**src/hw/rtl/drcq_pkg.sv**
```systemverilog
// ----------------------------------------------------------------------------
// drcq_pkg
// Shared types and constants of the deferred release countdown queue.
// ----------------------------------------------------------------------------
package drcq_pkg;

   localparam int TABLE_DEPTH_DEF = 32;

   localparam int KIND_W   = 4;
   localparam int HANDLE_W = 64;
   localparam int ALLOC_W  = 64;
   localparam int DELAY_W  = 16;
   localparam int OP_W     = 2;

   localparam int REQ_DATA_W = 152;
   localparam int RSP_DATA_W = 136;

   localparam logic [OP_W-1:0] OP_INSERT = 2'd0;
   localparam logic [OP_W-1:0] OP_TICK   = 2'd1;
   localparam logic [OP_W-1:0] OP_FLUSH  = 2'd2;

   localparam logic [KIND_W-1:0] KIND_BUF_ALLOC = 4'd13;
   localparam logic [KIND_W-1:0] KIND_IMG_ALLOC = 4'd14;

   localparam logic STATUS_RELEASED = 1'b0;
   localparam logic STATUS_FULL     = 1'b1;

   localparam logic [1:0] SEL_HOLD  = 2'd0;
   localparam logic [1:0] SEL_SHIFT = 2'd1;
   localparam logic [1:0] SEL_HEAD  = 2'd2;
   localparam logic [1:0] SEL_LOAD  = 2'd3;

   typedef struct packed {
      logic [KIND_W-1:0]   kind;
      logic [HANDLE_W-1:0] handle;
      logic [ALLOC_W-1:0]  alloc;
      logic [DELAY_W-1:0]  countdown;
   } entry_type;

   typedef struct packed {
      logic [1:0] sel;
   } cell_ctrl_type;

endpackage

```
**src/hw/rtl/drcq_cell.sv**
```systemverilog
// ----------------------------------------------------------------------------
// drcq_cell
// One table slot: holds, takes its right neighbor, takes the recirculated
// head entry, or loads a new entry.
// ----------------------------------------------------------------------------
module drcq_cell
   import drcq_pkg::*;
(
   input  logic          clock,
   input  cell_ctrl_type ctrl,
   input  entry_type     next_entry,
   input  entry_type     head_entry,
   input  entry_type     load_entry,
   output entry_type     entry
);

   entry_type entry_ff;
   entry_type entry_in;

   always_comb begin
      case (ctrl.sel)
         SEL_SHIFT: entry_in = next_entry;
         SEL_HEAD:  entry_in = head_entry;
         SEL_LOAD:  entry_in = load_entry;
         default:   entry_in = entry_ff;
      endcase
   end

   always_ff @(posedge clock) begin
      entry_ff <= entry_in;
   end

   assign entry = entry_ff;

endmodule

```
**config.mk**
```make
export PLATFORM = sky130hd
export DESIGN_NAME = drcq_cell
export DESIGN_NICKNAME = d
export VERILOG_FILES = /design/src/hw/rtl/drcq_pkg.sv /design/src/hw/rtl/drcq_cell.sv
export SDC_FILE = /design/constraint.sdc
export NUM_CORES = 1
export LEC_CHECK = 0
export BUFFER_PORTS_ARGS = -buffer_cell sky130_fd_sc_hd__buf_4
export CELL_PAD_IN_SITES_DETAIL_PLACEMENT = 1
export CELL_PAD_IN_SITES_GLOBAL_PLACEMENT = 1
export CORE_AREA = 2 2 232 234
export CTS_CLUSTER_DIAMETER = 50
export DETAILED_ROUTE_END_ITERATION = 10
export DIE_AREA = 0 0 234 236
export PLACE_DENSITY_LB_ADDON = 0.25
export SYNTH_ARGS = -nofsm -noshare
export SYNTH_HDL_FRONTEND = slang
export SYNTH_SLANG_ARGS = --single-unit
```
**constraint.sdc**
```tcl
create_clock -name clock -period 4.9 [get_ports clock]
set_input_delay 0.98 -clock clock [delete_from_list [all_inputs] [get_ports clock]]
set_output_delay 0.98 -clock clock [all_outputs]
set_load 0.1 [all_outputs]
```
==> run summary, run 1 <==
The run finished with clean final reports. The tools report the launching element type of the critical path as an input pin. The routed wirelength normalized by instance count is 16.8 µm, and the final-report max-slew violation count is 0. The worst setup path is of the input pin to register kind. The tools report the worst-case vdd ir drop as 0.228 mV.

The filler cell count is 6098, and the setup violation total in the final timing report is 0. The met2 demand-to-capacity share in global routing was 0.208. The worst hold path was traced through 3 stages. The floorplan step defined a die boundary enclosing 0.0552 mm².

The area share of the leading cell type in the synthesized netlist is 0.584. The global-route wire length before repair was 46.1 mm; the number of storage elements in the synthesis netlist was 148. The logs give 0.0127 mm² for the area of placed instances and 2 for the maximum clock path buffer count. The portion of the clock cycle consumed by the worst path in the final layout is 0.487, and the relative slew slack is 0.387. The floorplan step set the die height to 236 µm. Setup repair after global routing left no endpoint under its margin. The starting utilization of the core area is 0.143. The number of iterations in the first detailed-routing pass was 4. The synthesized netlist contains 12 unique library cells. Pin slew with the least headroom to its limit: 920 ps. Traced cell by cell, the critical path runs through clkbuf_8 > or2_4 > buf_4.

The tools report the register area share after synthesis as 0.584. The tightest min-delay check is of the input pin to register type. In this run the remaining antenna-violating nets after routing total 0.

In this run the number of H-tree levels came out at 4. After the first detailed-routing iteration, the DRC count stood at 183. For the leftover overflow at the end of global routing, the log shows 0. The number of global-route vias before repair is 7727, and the fraction of met1 tracks used by global routing is 0.114.

The global routing stage identified its most utilized layer as met2. Among all stages on the critical path, the largest delay is contributed by or2_4. After routing the design area is 0.0133 mm².

The number of antenna violations at the first check in global routing was 0; the hold buffer count at cts was 0. The top cell type by total area after synthesis was edfxtp_1. The power per unit of standard cell area was 368 mW/mm². The tools report the weighted congestion at the end of routability-driven global placement as 0.748. The worst endpoint required time is 5050 ps.

The via count is 7198, and the shortest clock period the worst path allows after layout is 2390 ps. After detailed routing, the total wire length is 32.3 mm. Synthesis handed over a netlist of 643 instances. Across the run, the number of max-cap violations was 0.

After the last flow step, the layout net total stands at 1661. The area of the mapped netlist came out at 0.00761 mm². The logs give 6.06 nW for the leakage power summed over all cells and 836 ps for the worst hold margin.

For this run, the number of Yosys warnings is 0. The final setup TNS came out at 0 ps. The average instance area after synthesis was 11.8 µm²; the horizontal die dimension was 234 µm. Sorting the synthesized cells by area gives the leading types as edfxtp_1 58%, mux2i_1 19%, a21oi_1 9.7%. The maximum number of pins on one net before global-route repair is 170. The CTS root buffer was clkbuf_16. The tools report the net count of the mapped netlist as 1090. In the routed design, unresolved DRC markers number 0.

In this run the worst path has a maximum fanout of 55. The global routing usage summed across all routing layers is 0.114, and the clock edge transition at the registers on the reported setup and hold paths is 60 ps. During placement, the flow inserted port buffers numbering 594.

The area growth from synthesis to layout is 74.4%. The number of clock buffers added by TritonCTS is 17. For the number of setup buffers added after CTS, the log shows 0. Counting every sink on the clock net gives 148.

The floorplan step defined a core boundary enclosing 0.0531 mm². Derived from the worst setup path, the maximum achievable clock frequency is 419 MHz. Using the TritonRoute via totals, the vias-per-cell ratio works out to 3.74. The worst setup path is captured at a register. Site row count: 85.

The global routing met3 resource utilization is 0.0500, and the post-layout utilization of the core is 0.250. For the detailed-placement wirelength estimate, the log shows 25.4 mm. The register with the most flip-flops in the layout has 148 of them.

Summing internal, switching and leakage power gives 4.88 mW. The tools report the total count of hold-check failures in the final report as 0. The delay of the slowest cell on the worst path was 790 ps; the number of diodes added for antenna fixing was 0.

The tools report the number of primary I/O pins as 595. Fraction of final layout cells sized beyond drive strength 1: 0.516. TritonCTS built the clock tree.

In this run, post-CTS repair resized a total of 0 instances. The arrival time at the worst endpoint was 2530 ps.
critical path: cells and delay by family:
kind / cells / cell delay (ps)
simple gates: 1 / 790
buf+inv: 2 / 710
synthesized netlist by cell type:
cell	count
buf_1	1
mux2i_1	148
buf_12	1
buf_2	25
or2_2	1
nor2_1	148
buf_4	4
buf_8	11
clkbuf_1	7
a21oi_1	148
edfxtp_1	148
buf_6	1
where the power goes:
part / total (mW) / leakage, nW / internal [mW] / switching [mW]
sequential: 1.62 / 1.49 / 1.57 / 0.0486
clock: 1.37 / 0.287 / 0.798 / 0.572
combinational: 1.90 / 4.28 / 0.512 / 1.38
final timing paths:
| path | start | end | slack (ps) |
|---|---|---|---|
| max | ctrl[0] | entry[124]$_DFFE_PP_ | 2510 |
| min | next_entry[139] | entry[139]$_DFFE_PP_ | 840 |
cells by family after synthesis:
group | synth area share
flip-flops | 0.584
buffers and inverters | 0.0501
multiplexers | 0.195
AND/OR/NAND/NOR | 0.0738
AO/OA/AOI/OAI | 0.0973
layer usage:
layer	share of wire	up-vias
met3	0.11	26
met4	0.015	0
met5	0	-
met1	0.35	3346
met2	0.53	324
li1	-	3502
cell usage in the layout (no fill, tap or decap), drive strengths merged:
master,instances
buf,601
mux2i,148
nor2,148
a21oi,148
edfxtp,148
clkbuf,20
clkinv,6
bufinv,3
clkinvlp,2
inv,2
or2,1
through the flow:
stage                     setup slack [ps]  std cells
after detailed placement              1960       1891
after floorplan                       1210        643
final                                 2510       1923
after global placement                1980       1891
after global routing                  2400       1923
after CTS                             2480       1923
layout make-up:
| type | instances | area [µm²] | area share |
|---|---|---|---|
| well taps | 696 | 871 | 0.0656 |
| repair buffers | 602 | 4580 | 0.345 |
| flip-flops and latches | 148 | 4440 | 0.335 |
| multi-input cells | 445 | 2790 | 0.210 |
| clock buffers | 19 | 433 | 0.0326 |
| clock inverters | 13 | 156 | 0.0118 |
Note: power is estimated with default switching activity, not from simulation.
==> inputs of run 2 (changes only) <==
ABC_AREA = 1   (was unset)
CORE_AREA = 2 2 233 235   (was 2 2 232 234)
DIE_AREA = 0 0 235 237   (was 0 0 234 236)
clock period = 2.5 ns   (was 4.9 ns; I/O delays follow)
==> run 2 against run 1 <==
Effect of this change:
- clock-buffer cell count unchanged
- combinational power grew 100%
- non-clock buffer count up 12
- global-route usage increased by 2.7 points
- sequential power up 96%
- sequential share of layout area fell by 0.49 points
- first-iteration DRC count is 84% higher
- synthesized cell count increased by 28%
- hold slack worse by 530 ps
- routed wire length up 25%
- critical endpoint is now entry[25]
- largest cell class unchanged
- largest power group unchanged
==> run summary, run 2 <==
Counting the fill cells in the layout gives 6221. The relative slew slack is 0.555. The library cells used most frequently in the layout, excluding fill and tap cells, are 604 x buf_4, 444 x nand3_1, 148 x nand2_1, 148 x edfxtp_1, 17 x clkbuf_16. The first global-routing pass estimated 58.4 mm of wire. nand3_1 is the most common cell in the netlist. The tool flagged a number of max-cap violations equal to 0.

The number of setup buffers added after CTS is 0. The highest fanout seen on the critical path is 1. Entering global routing, the biggest net connects 133 pins. The leading register cell type out of synthesis is edfxtp_1. The number of cells traversed by the worst hold path is 3. The total number of H-tree levels came out at 4. The run gives 85 as the site row count.

Detailed routing inserted a total of 8669 vias. edfxtp_1 takes more of the synthesized area than any other cell. On the final layout, the worst hold slack is 301 ps. The final-report max-slew violation count is 0. The vertical extent of the die is 237 µm, and the arrival time at the worst endpoint is 1190 ps. The detail route stage leaves a number of antenna-violating nets equal to 0. The tightest min-delay check is of the input pin to register type. The commonest cells after synthesis are 444 x nand3_1, 149 x nand2_1, 148 x edfxtp_1, 44 x buf_2, 24 x buf_4. The placeable core region was 0.0533 mm²; the area share of the leading cell type in the synthesized netlist was 0.577. Among cell families on the critical path, the largest total delay comes from flip-flops.

The number of synthesis warnings is 0. The run finished with clean final reports. The number of synthesized flops with an enable pin was 148. Type of element capturing the critical path: an output port. The number of diodes added for antenna fixing was 0; the leftover overflow at the end of global routing was 0.

After routing, the total negative slack on setup checks comes to 0 ps. The portion of the clock cycle consumed by the worst path in the final layout was 0.677. Area occupied by registers: 0.00444 mm². Among all stages on the critical path, the largest delay is contributed by edfxtp_1.

The number of hold buffers added after CTS was 0. The total count of hold-check failures in the final report was 0; the delay of the slowest cell on the worst path was 390 ps. The clock passes through at most 2 buffers.

The worst setup path is launched from a register. Synthesis handed over a netlist of 825 instances. By area the synthesized netlist is led by edfxtp_1 58%, nand3_1 29%, nand2_1 7.3%. In this run, synthesis produced a sequential element count of 148. STA puts the critical path data required time at 2000 ps. The fraction of final layout cells sized beyond drive strength 1 came out at 0.464. The routed design has 40.3 mm of wire. The capture endpoint of the worst hold path was entry[58]$_DFFE_PP_. The starting utilization of the core area came out at 0.145. The share of flip-flops with an asynchronous set or reset was 0; the per-cell via count in the routed design was 4.16. The total buffers and inverters traversed by the critical path was 1; the weighted congestion at the end of routability-driven global placement was 0.811.

The run gives 0.253 as the post-layout utilization of the core. The start point of the worst hold path was next_entry[58]. The die covers 0.0557 mm². The area of the mapped netlist is 0.00771 mm², and the number of buffers created by CTS is 17. The area overhead of the layout relative to synthesis was 74.8%; the multi-input gate area in the final layout was 0.00280 mm². The library cell used most frequently in the layout, excluding fill and tap cells, is buf_4. The wire-length estimate of the detail-placed layout is 30.4 mm.

Port buffering added 594 buffers. IR analysis of the VDD net gives a maximum drop of 0.501 mV. The logs give 0.141 for the global routing usage summed across all routing layers and 9196 for the number of global-route vias before repair. Power per unit of standard cell area: 732 mW/mm². The run gives 0.577 as the register area share after synthesis. Net count of the mapped netlist: 1272.

Pin placement for this block handled 595 I/O pins. The post-cts sizing count was 0; the setup violation total in the final timing report was 0. The routed design could run at a clock period as short as 1690 ps. Walking the worst path, the cells encountered are buf_4. The type of the worst setup path is register to output port. The horizontal die dimension was 235 µm; the peak clock frequency supported by timing was 591 MHz.

The average instance area after synthesis was 9.34 µm². Counting distinct cell types in the post-synthesis netlist gives 8. In the routed design, unresolved DRC markers number 0.

The CTS root buffer was clkbuf_16. In the final design database the tool counted 1823 nets. The pin slew with the least headroom to its limit was 667 ps; the number of sinks handled by clock tree synthesis was 148. TritonCTS built the clock tree. The first detailed-routing pass took 4 iterations. Dividing the detail-routed wire length by the instance count gives 19.3 µm.

For this block, the initial DRC count from the detailed router was 336. The register with the most flip-flops in the layout has 148 of them. After clock tree synthesis, the clock-pin slew on the worst setup and hold paths is 70 ps. Setup repair after global routing left no endpoint under its margin. Leakage power summed over all cells: 6.08 nW. The number of antenna violations at the first check in global routing came out at 0.
## run 2: changes by cell type in the layout (fill, tap and decap cells not counted), sizes merged
| cell | change |
|---|---|
| nand3 | +444 |
| nand2 | +149 |
| a21oi | -148 |
| mux2i | -148 |
| nor2 | -148 |
| buf | +13 |
| bufinv | +1 |
| clkbuf | -1 |
| clkinv | -1 |
| clkinvlp | +1 |
| inv | +1 |
| or2 | -1 |
## run 2: final cells by class
class | count | area share
repair buffers | 614 | 0.351
flip-flops and latches | 148 | 0.330
multi-input cells | 593 | 0.208
well taps | 696 | 0.0647
clock buffers | 19 | 0.0321
clock inverters | 13 | 0.0135
inverters | 2 | 0.000929
## run 2: logic make-up after synthesis
family                 synth area share
AND/OR/NAND/NOR                   0.361
flip-flops                        0.577
buffers and inverters            0.0623
## run 2: power breakdown
group          internal (mW)  switching, mW  total, mW
Clock                   1.66           1.18       2.85
Sequential              3.08         0.0971       3.18
Combinational          0.980           2.85       3.83
## run 2: metal layers
layer / share of wire / GRT usage / vias to the layer above
li1: - / - / 4103
met1: 0.39 / 0.154 / 4202
met4: 0.028 / 0.0618 / 0
met3: 0.070 / 0.0478 / 48
met2: 0.51 / 0.246 / 316
met5: 0 / 0 / -
## run 2: stage by stage
step	total power [mW]	instance area [µm²]	instances	setup slack (ps)
2_1_floorplan	5.84	7710	825	115
3_3_place_gp	7.09	12900	2053	607
3_5_place_dp	7.10	12900	2053	586
4_1_cts	10.1	13500	2085	719
5_1_grt	10.2	13500	2085	746
6_report	9.86	13500	2085	808
## run 2: how the worst max path moves through the flow
| stage | from | cells after the start | end | slack [ps] |
|---|---|---|---|---|
| 6_report | entry[25]$_DFFE_PP_ | 1 | entry[25] | 810 |
| 5_1_grt | entry[25]$_DFFE_PP_ | 1 | entry[25] | 750 |
| 4_1_cts | entry[25]$_DFFE_PP_ | 1 | entry[25] | 720 |
| 3_5_place_dp | ctrl[1] | 4 | entry[66]$_DFFE_PP_ | 590 |
| 3_3_place_gp | ctrl[1] | 4 | entry[66]$_DFFE_PP_ | 610 |
| 2_1_floorplan | ctrl[1] | 5 | entry[0]$_DFFE_PP_ | 120 |
==> inputs of run 3 (changes only) <==
ABC_AREA = 0   (was 1)
CORE_AREA = 2 2 232 234   (was 2 2 233 235)
DIE_AREA = 0 0 234 236   (was 0 0 235 237)
clock period = 1.69 ns   (was 2.5 ns; I/O delays follow)
==> run 3 against run 2 <==
Effect of this change:
- first-iteration DRC count decreased by 43%
- non-clock buffer count grew 49
- die area shrank 0.85%
- combinational power rose by 49%
- via count fell by 14%
- global-route usage is 1.5 points lower
- clock-buffer cell count did not move
- sequential power grew 47%
- routed wire length is 13% lower
- hold slack lost 120 ps
==> run summary, run 3 (synthesis results as in run 1) <==
The kind of cell with the highest combined delay along the critical path is flip-flops. Worst min-delay path class: input pin to register. The completed layout was analyzed and its total power is 14.7 mW. The fraction of final layout cells sized beyond drive strength 1 works out to 0.539. The pin slew with the least headroom to its limit is 320 ps, and the post-detailed-route count of antenna-violating nets is 0. The per-cell via count in the routed design is 3.77, and the number of setup buffers added after CTS is 0. The run gives 0 as the post-cts sizing count. The critical-path cell with the highest stage delay was edfxtp_1.

The peak clock frequency supported by timing came out at 617 MHz. The register with the most flip-flops in the layout has 148 of them. Timing analysis after detailed placement gives a worst setup slack of 15.0 ps. After floorplanning, the core was divided into 85 placement rows. After the first detailed-routing iteration, the DRC count stood at 190. The setup violation total in the final timing report is 0, and the area of placed instances is 0.0133 mm². The worst setup path is captured at an output port. Measured along the x axis, the die boundary spans 234 µm. Setup repair after global routing left no endpoint under its margin. The portion of the clock cycle consumed by the worst path in the final layout was 0.959. The critical path is of the register to output port type. The number of buffer cells added on primary ports came out at 594. The run finished with clean final reports. In the final routed layout, each cell accounts on average for 17.8 µm. In this run the standard cell core region covers 0.0531 mm². The number of sinks handled by clock tree synthesis was 148.

The tool flagged a number of max-cap violations equal to 0. The global routing usage summed across all routing layers is 0.125. The final-report max-slew violation count was 0; the worst-case vdd ir drop was 0.678 mV.

The critical path goes through buf_4. In this run the static leakage power is 6.44 nW. The total buffers and inverters traversed by the critical path is 1, and the leftover overflow at the end of global routing is 0.

The run gives 0.0140 mm² as the final standard cell area without fillers. The tree is rooted in a clkbuf_16. The number of antenna violations at the first check in global routing is 0, and the number of diodes added for antenna fixing is 0. For the detailed-route DRC error count, the log shows 0.

Relative slew slack: 0.781. The global-route wire length before repair came out at 50.3 mm. The logs give 33 for the maximum number of pins on one net before global-route repair and 0 for the total count of hold-check failures in the final report.

The tools report the arrival time at the worst endpoint as 1280 ps. The logs give 4 for the total number of H-tree levels and 28.8 mm for the detailed-placement wirelength estimate. The tools report the number of global-route vias before repair as 8232.

Clock-pin slew was measured on the worst setup and hold paths at 70 ps. After layout, the minimum clock period comes to 1620 ps. On the worst path, the slowest cell contributes a delay of 460 ps. The congestion estimate from routability-driven global placement came to 0.794. Hold repair after CTS inserted 0 buffers.

Measured along the y axis, the die boundary spans 236 µm. The highest fanout seen on the critical path is 1, and the number of iterations in the first detailed-routing pass is 4. The area overhead of the layout relative to synthesis came out at 83.6%.

The leading cell type in the layout, fill and taps excluded was buf_4. The routed wire length was 35.2 mm; the number of buffers created by CTS was 17. For this run, the post-layout net count is 1722.

For the final routed database, the setup TNS stands at 0 ps. The detailed router placed 7476 vias in this run. Across all setup checks in the final design, the least slack found is 68.7 ps.

The number of placed instances, taps included, is 1952. The number of primary I/O pins came out at 595. The worst setup path is launched from a register. TritonCTS built the clock tree. The starting utilization of the core area is 0.143.

In the layout the commonest cells are 642 x buf_4, 148 x mux2i_1, 148 x nor2_1, 148 x a21oi_1, 148 x edfxtp_1. The die area was 0.0552 mm². The clock passes through at most 2 buffers. In this run the power density over the cells is 1050 mW/mm². The final cell count without fillers is 1984.

Data on the critical path is required at its endpoint by 1350 ps.
==> run 3: power by group <==
group / switching [mW] / internal [mW]
registers: 0.143 / 4.55
logic: 4.07 / 1.62
clock network: 1.71 / 2.62
==> run 3: worst paths after layout <==
kind | end | cells past startpoint | start
worst max-delay path | entry[75] | 1 | entry[75]$_DFFE_PP_
worst min-delay path | entry[96]$_DFFE_PP_ | 3 | next_entry[96]
==> run 3: metal layers <==
layer,vias to the layer above,track usage,routed length (µm),part of all wire
met5,-,0,0,0
met4,0,0.0485,700,0.020
met3,30,0.0415,2870,0.081
met2,304,0.229,18500,0.53
met1,3514,0.131,13200,0.37
li1,3628,-,-,-
==> run 3: layout make-up <==
class                           count  area (µm²)
Clock buffer                       19         433
Clock inverter                     13         206
Sequential cell                   148        4440
Timing Repair Buffer              663        5230
Tap cell                          696         871
Fill cell                        6085       39100
Multi-Input combinational cell    445        2790
==> run 3: per-stage QoR <==
stage	utilization	hold slack (ps)
after floorplan	-	568
after global placement	0.251	656
after detailed placement	0.251	663
after CTS	0.263	128
after global routing	0.263	159
final	0.263	186
